$ cat config.mk
export PLATFORM = sky130hd
export DESIGN_NAME = mhpq_cell
export DESIGN_NICKNAME = d
export VERILOG_FILES = /design/src/sv/mhpq_pkg.sv /design/src/sv/mhpq_cell.sv
export SDC_FILE = /design/constraint.sdc
export NUM_CORES = 1
export LEC_CHECK = 0
export BUFFER_PORTS_ARGS = -buffer_cell sky130_fd_sc_hd__buf_2
export CORE_MARGIN = 5
export CORE_UTILIZATION = 45
export DETAILED_ROUTE_END_ITERATION = 16
export PLACE_DENSITY = 0.86
export SLEW_MARGIN = 20
export SYNTH_ARGS = -nofsm -noshare
export SYNTH_HDL_FRONTEND = slang
export SYNTH_SLANG_ARGS = --single-unit
$ cat constraint.sdc
create_clock -name i_clk -period 4.4 [get_ports i_clk]
set_input_delay 0.88 -clock i_clk [delete_from_list [all_inputs] [get_ports i_clk]]
set_output_delay 0.88 -clock i_clk [all_outputs]
set_load 0.02 [all_outputs]
$ cat src/sv/mhpq_pkg.sv
// Shared types and constants for the max-heap priority queue.
package mhpq_pkg;

    localparam int unsigned CAPACITY_DEF = 128;
    localparam int unsigned KEY_W        = 32;
    localparam int unsigned STATUS_W     = 2;
    localparam int unsigned COUNT_W      = 8;

    localparam logic [STATUS_W-1:0] ST_OK    = 2'd0;
    localparam logic [STATUS_W-1:0] ST_EMPTY = 2'd1;
    localparam logic [STATUS_W-1:0] ST_FULL  = 2'd2;

    localparam logic MODE_INSERT = 1'b0;
    localparam logic MODE_REMOVE = 1'b1;

    typedef struct packed {
        logic                    ins;
        logic                    rem;
        logic signed [KEY_W-1:0] key;
    } t_cell_op;

endpackage

$ cat src/sv/mhpq_cell.sv
// One cell of the sorted key chain: holds a key and shifts with its neighbors.
module mhpq_cell (
    input  logic                             i_clk,
    input  mhpq_pkg::t_cell_op               i_op,
    input  logic                             i_occ,
    input  logic signed [mhpq_pkg::KEY_W-1:0] i_left_key,
    input  logic                             i_left_before,
    input  logic signed [mhpq_pkg::KEY_W-1:0] i_right_key,
    output logic signed [mhpq_pkg::KEY_W-1:0] o_key,
    output logic                             o_before
);

    logic signed [mhpq_pkg::KEY_W-1:0] r_key;
    logic signed [mhpq_pkg::KEY_W-1:0] n_key;

    // new key belongs at or ahead of this slot
    assign o_before = !i_occ || (i_op.key > r_key);
    assign o_key    = r_key;

    always_comb begin
        n_key = r_key;
        if (i_op.ins) begin
            if (o_before) begin
                n_key = i_left_before ? i_left_key : i_op.key;
            end
        end else if (i_op.rem) begin
            n_key = i_right_key;
        end
    end

    always_ff @(posedge i_clk) begin
        r_key <= n_key;
    end

endmodule

==> run_results.csv, run 1 <==
group,metric,value,unit
timing,setup-violations-final,0,
logic_synthesis,syn_nets,389,
detailed_routing,dr.pass1.iters,4,
logic_synthesis,seq_area_frac_synth,0.391,
clocking,htree_levels,2,
power,p_comb_frac,0.342,
clocking,clkTransAtPathRegs,60,ps
die,fp.dieH,83.9,um
clocking,cts-buffers-inserted,5,
power,p_int,0.616,mW
critical_path,crit_chain,"buf_2 > ha_1 > a21o_1 > a221o_1 > a21oi_1 > o211ai_1 > o221ai_1 > nand2_1 > buf_2",
global_routing,grt_pass1_vias,2503,
place,port-buffer-count,133,
critical_path,worstSetupEndpointType,"output port",
clocking,cts_buffer_depth,2,
die,chipWidth,83.9,um
power,p_per_area,278,nW/um^2
timing,timing.fmax,0.270,GHz
power,p_switching,0.297,mW
clocking,clock_latency,270,ps
clocking,clock_sinks,32,
global_routing,grt_pass1_wl,10.9,mm
clocking,cts_tree,"yes",
run,maxCapViolations,0,
power,power.share.clock,0.227,
timing,grt_setup_unrepaired,"false",
detailed_routing,wl,6.69,mm
power,ir_worst_vdd,0.000205,V
critical_path,cp_common_cell,"buf_2",
detailed_routing,drtIter0Drc,67,
die,die-area,7050,um^2
critical_path,r2r_slack,1480,ps
critical_path,r2r.worst_path.cells,9,
detailed_routing,vias,2367,
critical_path,arrival,2830,ps
clocking,cts_setup_buffers,0,
timing,relSlewSlack,0.357,
final_layout,fin_nets,521,
clocking,cts_root_buf,"clkbuf_8",
hold_path,hp-class,"input port to register",
logic_synthesis,synth_area,2460,um^2
global_routing,grt_start_max_net_pins,35,
critical_path,cpMaxStageDelayCell,"o221ai_1",
timing,hold_slack,924,ps
detailed_routing,wire_per_inst,14.5,um
logic_synthesis,synth-seq-cells,32,
detailed_routing,via_per_inst,5.15,
die,ios,134,
final_layout,num-fill-cells,482,
detailed_routing,wl_met3,647,um
critical_path,crit_type,"input port to output port",
critical_path,worstPathMaxFanout,2,
detailed_routing,wl_met2,3.34,mm
timing,tightest_slew,965,ps
timing,period_minus_slack,3710,ps
critical_path,slowest_delay,360,ps
timing,fin_crit_sh,0.843,
die,start_util,0.455,
place,hpwlAfterDp,5.60,mm
place,routabilityCongestion,0.891,
clocking,holdBufCountCts,0,
detailed_routing,wl_met1,2.57,mm
critical_path,critPathLaunch,"i_op[17]",
power,swShare,0.325,
final_layout,largest_reg_flops,32,
logic_synthesis,avgSynthCellArea,9.61,um^2
critical_path,critPathRequiredTime,3520,ps
critical_path,critPathLaunchType,"input port",
timing,fin_worst_skew,1.32,ps
logic_synthesis,synthCells,256,
timing,setup_tns,0,ps
die,core_area,5410,um^2
logic_synthesis,synth_warnings,0,
critical_path,r2r_start,"o_key[14]",
power,p_leak,1.74,nW
critical_path,worstSetupEndpoint,"o_before",
global_routing,grt_overflow_total,0,
global_routing,antenna_found_initial,0,
global_routing,track_usage,0.189,
run_status,status,"complete, no violations",
logic_synthesis,synth_cell_types,27,
critical_path,rr_endpoint,"o_key[15]",
detailed_routing,ant_nets,0,
die,std_cell_rows,27,
power,pwr-share-seq,0.432,
timing,hold_viol,0,
detailed_routing,drc,0,
final_layout,area_growth,33.6,%
final_layout,drive_gt1_frac,0.379,
detailed_routing,route.top_layer_used,"met4",
clocking,cts-resized-gates,0,
final_layout,diodes,0,
timing,slew_violations,0,
metrics by stage:
step | util | worst slack (ps) | total power [mW] | instance area, um^2 | std cells
floorplan | - | 240 | 0.589 | 2460 | 256
global placement | 0.594 | 736 | 0.700 | 3210 | 453
detailed placement | 0.594 | 696 | 0.714 | 3210 | 453
CTS | 0.608 | 692 | 0.930 | 3290 | 460
global route | 0.608 | 560 | 0.981 | 3290 | 460
finish | 0.608 | 693 | 0.913 | 3290 | 460
power groups by stage:
| stage | clock [mW] | sequential [mW] | combinational (mW) |
|---|---|---|---|
| 4_1_cts | 0.221 | 0.394 | 0.315 |
| 2_1_floorplan | 0 | 0.443 | 0.146 |
| 3_3_place_gp | 0 | 0.398 | 0.302 |
| 3_5_place_dp | 0 | 0.401 | 0.313 |
| 5_1_grt | 0.235 | 0.398 | 0.347 |
| 6_report | 0.207 | 0.394 | 0.312 |
logic make-up (layout without fill, tap and decap cells):
kind of cell    count (synthesis)  after routing  synth area share
fa+ha+maj                      32             32             0.163
buf+inv                        44            176            0.0687
flops                          32             32             0.391
mux                            32             32             0.130
simple gates                   58             58             0.116
compound gates                 58             58             0.132
worst max-delay path, delay by kind of cell:
family	cells	cell delay, ps
simple gates	1	130
buf+inv	2	290
fa+ha+maj	1	310
compound gates	5	1230
area by class of cell:
class | instances | area, um^2 | share of cell area
tap | 72 | 90.1 | 0.0274
sequential | 32 | 961 | 0.292
multi-input combinational | 180 | 1350 | 0.409
clock inverter | 1 | 5.00 | 0.00152
timing repair buffer | 136 | 688 | 0.209
inverter | 33 | 124 | 0.0377
clock buffer | 6 | 72.6 | 0.0221
routing by layer:
layer | vias to the layer above | GRT usage
met5 | - | 0
met2 | 107 | 0.352
met3 | 14 | 0.0642
met1 | 1071 | 0.198
li1 | 1175 | -
met4 | 0 | 0.0570
cell usage after synthesis:
| master | number | share of area |
|---|---|---|
| nand4_4 | 1 | 0.0086 |
| edfxtp_1 | 32 | 0.39 |
| a221oi_1 | 2 | 0.0071 |
| a221o_1 | 1 | 0.0041 |
| nand3_1 | 1 | 0.0020 |
| nand4_1 | 3 | 0.0076 |
| nand4_2 | 1 | 0.0051 |
| a21o_1 | 5 | 0.015 |
| inv_1 | 32 | 0.049 |
| o21ai_0 | 3 | 0.0061 |
| and2_0 | 1 | 0.0025 |
| nor2_1 | 36 | 0.055 |
| nand3b_1 | 1 | 0.0031 |
| o211ai_1 | 1 | 0.0031 |
| clkbuf_1 | 8 | 0.012 |
| nor4_2 | 2 | 0.010 |
| clkinv_1 | 1 | 0.0015 |
| o21ai_1 | 1 | 0.0020 |
| a21oi_1 | 42 | 0.085 |
| a31oi_1 | 2 | 0.0051 |
| mux2i_1 | 32 | 0.13 |
| nand2_1 | 9 | 0.014 |
| or2b_1 | 1 | 0.0031 |
| nand2b_1 | 2 | 0.0051 |
| ha_1 | 32 | 0.16 |
| buf_2 | 3 | 0.0061 |
| o221ai_1 | 1 | 0.0036 |
cell usage in the layout (no fill, tap or decap), types with 2 or more instances in the layout:
master	n
ha_1	32
mux2i_1	32
nand2_1	9
nor2_1	36
a221oi_1	2
inv_1	32
nand2b_1	2
buf_4	3
a21oi_1	42
nor4_2	2
edfxtp_1	32
a21o_1	5
nand4_1	3
clkbuf_8	5
o21ai_0	3
buf_2	133
worst min path at each step:
stage | to | start | cells past startpoint
3_3_place_gp | o_key[4] | i_right_key[4] | 3
6_report | o_key[0] | i_right_key[0] | 3
3_5_place_dp | o_key[26] | i_right_key[26] | 3
5_1_grt | o_key[9] | i_right_key[9] | 3
2_1_floorplan | o_key[30] | i_right_key[30] | 2
4_1_cts | o_key[26] | i_right_key[26] | 3
(Power assumes the default switching activity.)
==> run 2, diff against run 1 <==
- CORE_UTILIZATION: 45 -> 41
- PLACE_DENSITY: 0.86 -> 0.82
- clock period: 4.4 -> 3.4 ns (I/O delays scaled with it)
==> run_results.csv, run 2 (synthesis gave the netlist of run 1 again) <==
group,metric,value,unit
run_status,status,"complete, no violations",
detailed_routing,dr.pass1.iters,4,
global_routing,grt_overflow_total,0,
final_layout,area_growth,34.5,%
final_layout,final_util,0.562,
final_layout,diodes,0,
final_layout,drive_gt1_frac,0.377,
clocking,cts-resized-gates,0,
global_routing,grt_pass1_vias,2369,
power,p_per_area,357,nW/um^2
timing,timing.fmax,0.312,GHz
final_layout,final_common_cell,"buf_2",
die,ios,134,
timing,tightest_slew,974,ps
power,p_leak,1.75,nW
global_routing,grt_start_max_net_pins,46,
place,routabilityCongestion,0.747,
detailed_routing,via_per_inst,4.98,
timing,hold_slack,717,ps
critical_path,crit_type,"input port to output port",
place,hpwlAfterDp,5.32,mm
clocking,clkTransAtPathRegs,70,ps
die,core_area,5890,um^2
die,std_cell_rows,28,
final_layout,num-fill-cells,542,
detailed_routing,drtIter0Drc,19,
clocking,holdBufCountCts,0,
timing,fin_worst_skew,4.21,ps
clocking,clock_latency,280,ps
clocking,htree_levels,2,
die,die-area,7650,um^2
detailed_routing,drc,0,
power,total_power,1.18,mW
clocking,clock_sinks,32,
global_routing,track_usage,0.165,
timing,setup_tns,0,ps
clocking,cts_buffer_depth,2,
detailed_routing,vias,2300,
global_routing,grt_pass1_wl,9.98,mm
power,ir_worst_vdd,0.000200,V
die,fp.dieH,87.5,um
timing,grt_setup_unrepaired,"false",
critical_path,critPathLaunchType,"input port",
final_layout,largest_reg_flops,32,
detailed_routing,ant_nets,0,
timing,relSlewSlack,0.351,
final_layout,final_cell_mix,"buf_2, a21oi_1, nor2_1",
hold_path,hp-class,"input port to register",
critical_path,worstSetupEndpointType,"output port",
die,chipWidth,87.5,um
timing,slew_violations,0,
global_routing,antenna_found_initial,0,
clocking,cts-buffers-inserted,5,
final_layout,fin_nets,520,
clocking,cts_setup_buffers,0,
critical_path,arrival,2530,ps
detailed_routing,wl,6.46,mm
timing,hold_viol,0,
run,maxCapViolations,0,
die,start_util,0.418,
clocking,cts_tree,"yes",
critical_path,worstPathMaxFanout,3,
clocking,cts_root_buf,"clkbuf_8",
critical_path,r2r_slack,730,ps
timing,setup-violations-final,0,
timing,fin_crit_sh,0.944,
detailed_routing,wire_per_inst,14.0,um
timing,period_minus_slack,3210,ps
critical_path,critPathRequiredTime,2720,ps
place,port-buffer-count,133,
-- run 2: cell types whose count changed in the layout (fill, tap and decap cells not counted), sizes merged --
cell    delta
buf        -1
clkinv     +1
clkbuf     -1
-- run 2: critical path: stages --
cell and delay (ps):
buf_2 110, ha_1 340, nand4_2 180, nor4_4 350, nand4_1 160, a31oi_1 250, o221ai_2 180, nand2_1 100
buf_2 160
-- run 2: stage by stage --
stage                     setup slack [ps]  area, um^2  cells
after floorplan                       71.7        2470    256
after global routing                  52.7        3310    462
after CTS                             72.4        3290    462
after detailed placement              86.4        3220    455
final                                  190        3310    462
after global placement                 112        3220    455
-- run 2: report_power, final --
group,internal [mW],switching (mW),total (mW)
combinational,0.170,0.232,0.403
clock,0.135,0.134,0.269
sequential,0.490,0.0201,0.510
total,0.795,0.386,1.18
-- run 2: routing by layer --
layer	part of all wire	wire [um]	GRT usage
met1	0.38	2470	0.177
met4	0.0053	34	0.0335
met3	0.098	631	0.0530
met5	0	0	0
met2	0.51	3320	0.314
-- run 2: worst paths after layout --
kind                       start  cells after the start        end
setup / recovery        i_op[31]                      9   o_before
hold / removal    i_right_key[7]                      3   o_key[7]
setup reg to reg       o_key[31]                      9   o_key[8]
hold reg to reg         o_key[0]                      7  o_key[30]
-- run 2: final cells by class --
type                    instances  area (um^2)  area share
inverters                      33          124      0.0374
repair buffers                135          693       0.210
clock inverters                 2         7.51     0.00227
flip-flops and latches         32          961       0.290
clock buffers                   5         68.8      0.0208
multi-input cells             180         1360       0.411
well taps                      75         93.8      0.0284
==> run 3, diff against run 2 <==
- CORE_UTILIZATION: 41 -> 45
- CTS_BUF_LIST: default -> sky130_fd_sc_hd__clkbuf_8
- PLACE_DENSITY: 0.82 -> 0.86
- clock period: 3.4 -> 3.9 ns (I/O delays scaled with it)
==> run_results.csv, run 3 (synthesis gave the netlist of run 1 again) <==
group,metric,value,unit
die,die-area,7050,um^2
detailed_routing,drc,0,
clocking,clkTransAtPathRegs,60,ps
global_routing,antenna_found_initial,0,
final_layout,largest_reg_flops,32,
clocking,cts-resized-gates,0,
timing,timing.fmax,0.292,GHz
timing,hold_viol,0,
power,swShare,0.325,
power,power.share.clock,0.231,
timing,setup_tns,0,ps
place,port-buffer-count,133,
critical_path,slowest_delay,360,ps
run,maxCapViolations,0,
hold_path,hp-class,"input port to register",
final_layout,stdcell_area,3280,um^2
place,hpwlAfterDp,5.40,mm
clocking,cts_setup_buffers,0,
detailed_routing,via_per_inst,5.10,
die,std_cell_rows,27,
final_layout,final_common_cell,"buf_2",
detailed_routing,wl,6.53,mm
global_routing,grt_pass1_wl,10.8,mm
detailed_routing,dr.pass1.iters,4,
final_layout,fin_cells,460,
global_routing,grt_overflow_total,0,
timing,relSlewSlack,0.362,
critical_path,critPathBufInv,2,
power,p_comb_frac,0.335,
critical_path,crit_chain,"buf_2 > ha_1 > a21o_1 > a221o_1 > a21oi_1 > o211ai_1 > o221ai_1 > nand2_1 > buf_2",
power,p_leak,1.74,nW
power,p_per_area,313,nW/um^2
clocking,cts_root_buf,"clkbuf_8",
clocking,cts_tree,"yes",
clocking,cts-buffers-inserted,5,
timing,slew_violations,0,
power,pwr-share-seq,0.434,
final_layout,fin_nets,520,
detailed_routing,vias,2344,
clocking,holdBufCountCts,0,
global_routing,track_usage,0.188,
final_layout,final_cell_mix,"buf_2, a21oi_1, nor2_1",
global_routing,grt_pass1_vias,2474,
final_layout,diodes,0,
detailed_routing,ant_nets,0,
critical_path,arrival,2640,ps
die,chipWidth,83.9,um
run_status,status,"complete, no violations",
critical_path,cpMaxStageDelayCell,"o221ai_1",
place,routabilityCongestion,0.847,
critical_path,worstSetupEndpointType,"output port",
global_routing,grt_start_max_net_pins,36,
die,ios,134,
place,placed_cell_area,3200,um^2
clocking,clock_sinks,32,
clocking,clock_latency,280,ps
detailed_routing,drtIter0Drc,32,
critical_path,critical_path.top_delay_family,"compound AO/OA/AOI/OAI gates",
critical_path,critPathRequiredTime,3120,ps
clocking,cts_buffer_depth,2,
die,start_util,0.455,
timing,grt_setup_unrepaired,"false",
timing,setup-violations-final,0,
detailed_routing,wire_per_inst,14.2,um
timing,period_minus_slack,3420,ps
critical_path,critPathLaunchType,"input port",
timing,fin_worst_skew,6.20,ps
final_layout,area_growth,33.5,%
clocking,htree_levels,2,
die,fp.dieH,83.9,um
power,ir_worst_vdd,0.000184,V
final_layout,drive_gt1_frac,0.379,
critical_path,crit_type,"input port to output port",
timing,tightest_slew,956,ps
power,p_int,0.693,mW
timing,fin_crit_sh,0.877,
power,p_switching,0.334,mW
die,core_area,5410,um^2
critical_path,worstPathMaxFanout,2,
place,dpl.cell_count,452,
critical_path,cp_common_cell,"buf_2",
[run 3: changes by cell type in the layout (fill, tap and decap cells not counted)]
cell / delta
o221ai_2: -1
nor4_4: -1
buf_12: -1
o221ai_1: +1
nor4_2: +1
clkinv_2: +2
clkinv_1: -1
buf_4: +1
[run 3: worst register-to-register path: cells and delay by family, from the launching register on]
| kind | cells | cell delay [ps] |
|---|---|---|
| AND/OR/NAND/NOR | 3 | 620 |
| buffers and inverters | 2 | 450 |
| adder cells (fa/ha/maj) | 1 | 330 |
| flip-flops | 1 | 370 |
| AO/OA/AOI/OAI | 3 | 640 |
[run 3: cell type report]
| cell class | count | area [um^2] |
|---|---|---|
| fillers | 488 | 2120 |
| multi-input cells | 180 | 1350 |
| flip-flops and latches | 32 | 961 |
| repair buffers | 135 | 681 |
| inverters | 33 | 124 |
| well taps | 72 | 90.1 |
| clock buffers | 5 | 68.8 |
| clock inverters | 3 | 13.8 |
[run 3: power groups by stage]
stage                     logic, mW  registers, mW  clock network (mW)
after floorplan               0.166          0.498                   0
after global placement        0.339          0.449                   0
after detailed placement      0.348          0.453                   0
after CTS                     0.350          0.446               0.249
after global routing          0.387          0.450               0.264
final                         0.344          0.446               0.237
[run 3: final timing paths]
kind	start	to	slack, ps	cells after the start
worst max-delay path	i_op[17]	o_before	480	9
worst min-delay path	i_right_key[26]	o_key[26]	820	3
worst max register to register	o_key[27]	o_key[28]	1130	9
worst min register to register	o_key[0]	o_key[29]	1480	7
[run 3: metal layers]
metal / wire (um) / track usage / up-vias
li1: - / - / 1180
met1: 2500 / 0.201 / 1056
met2: 3330 / 0.351 / 98
met3: 622 / 0.0652 / 10
met4: 83 / 0.0439 / 0
met5: 0 / 0 / -
[run 3: through the flow]
step | power, mW | setup WS (ps) | hold slack, ps | utilization
global route | 1.10 | 256 | 817 | 0.607
detailed placement | 0.801 | 487 | 1100 | 0.592
floorplan | 0.665 | 472 | 1010 | -
finish | 1.03 | 479 | 820 | 0.607
global placement | 0.788 | 457 | 1090 | 0.592
CTS | 1.05 | 470 | 807 | 0.607
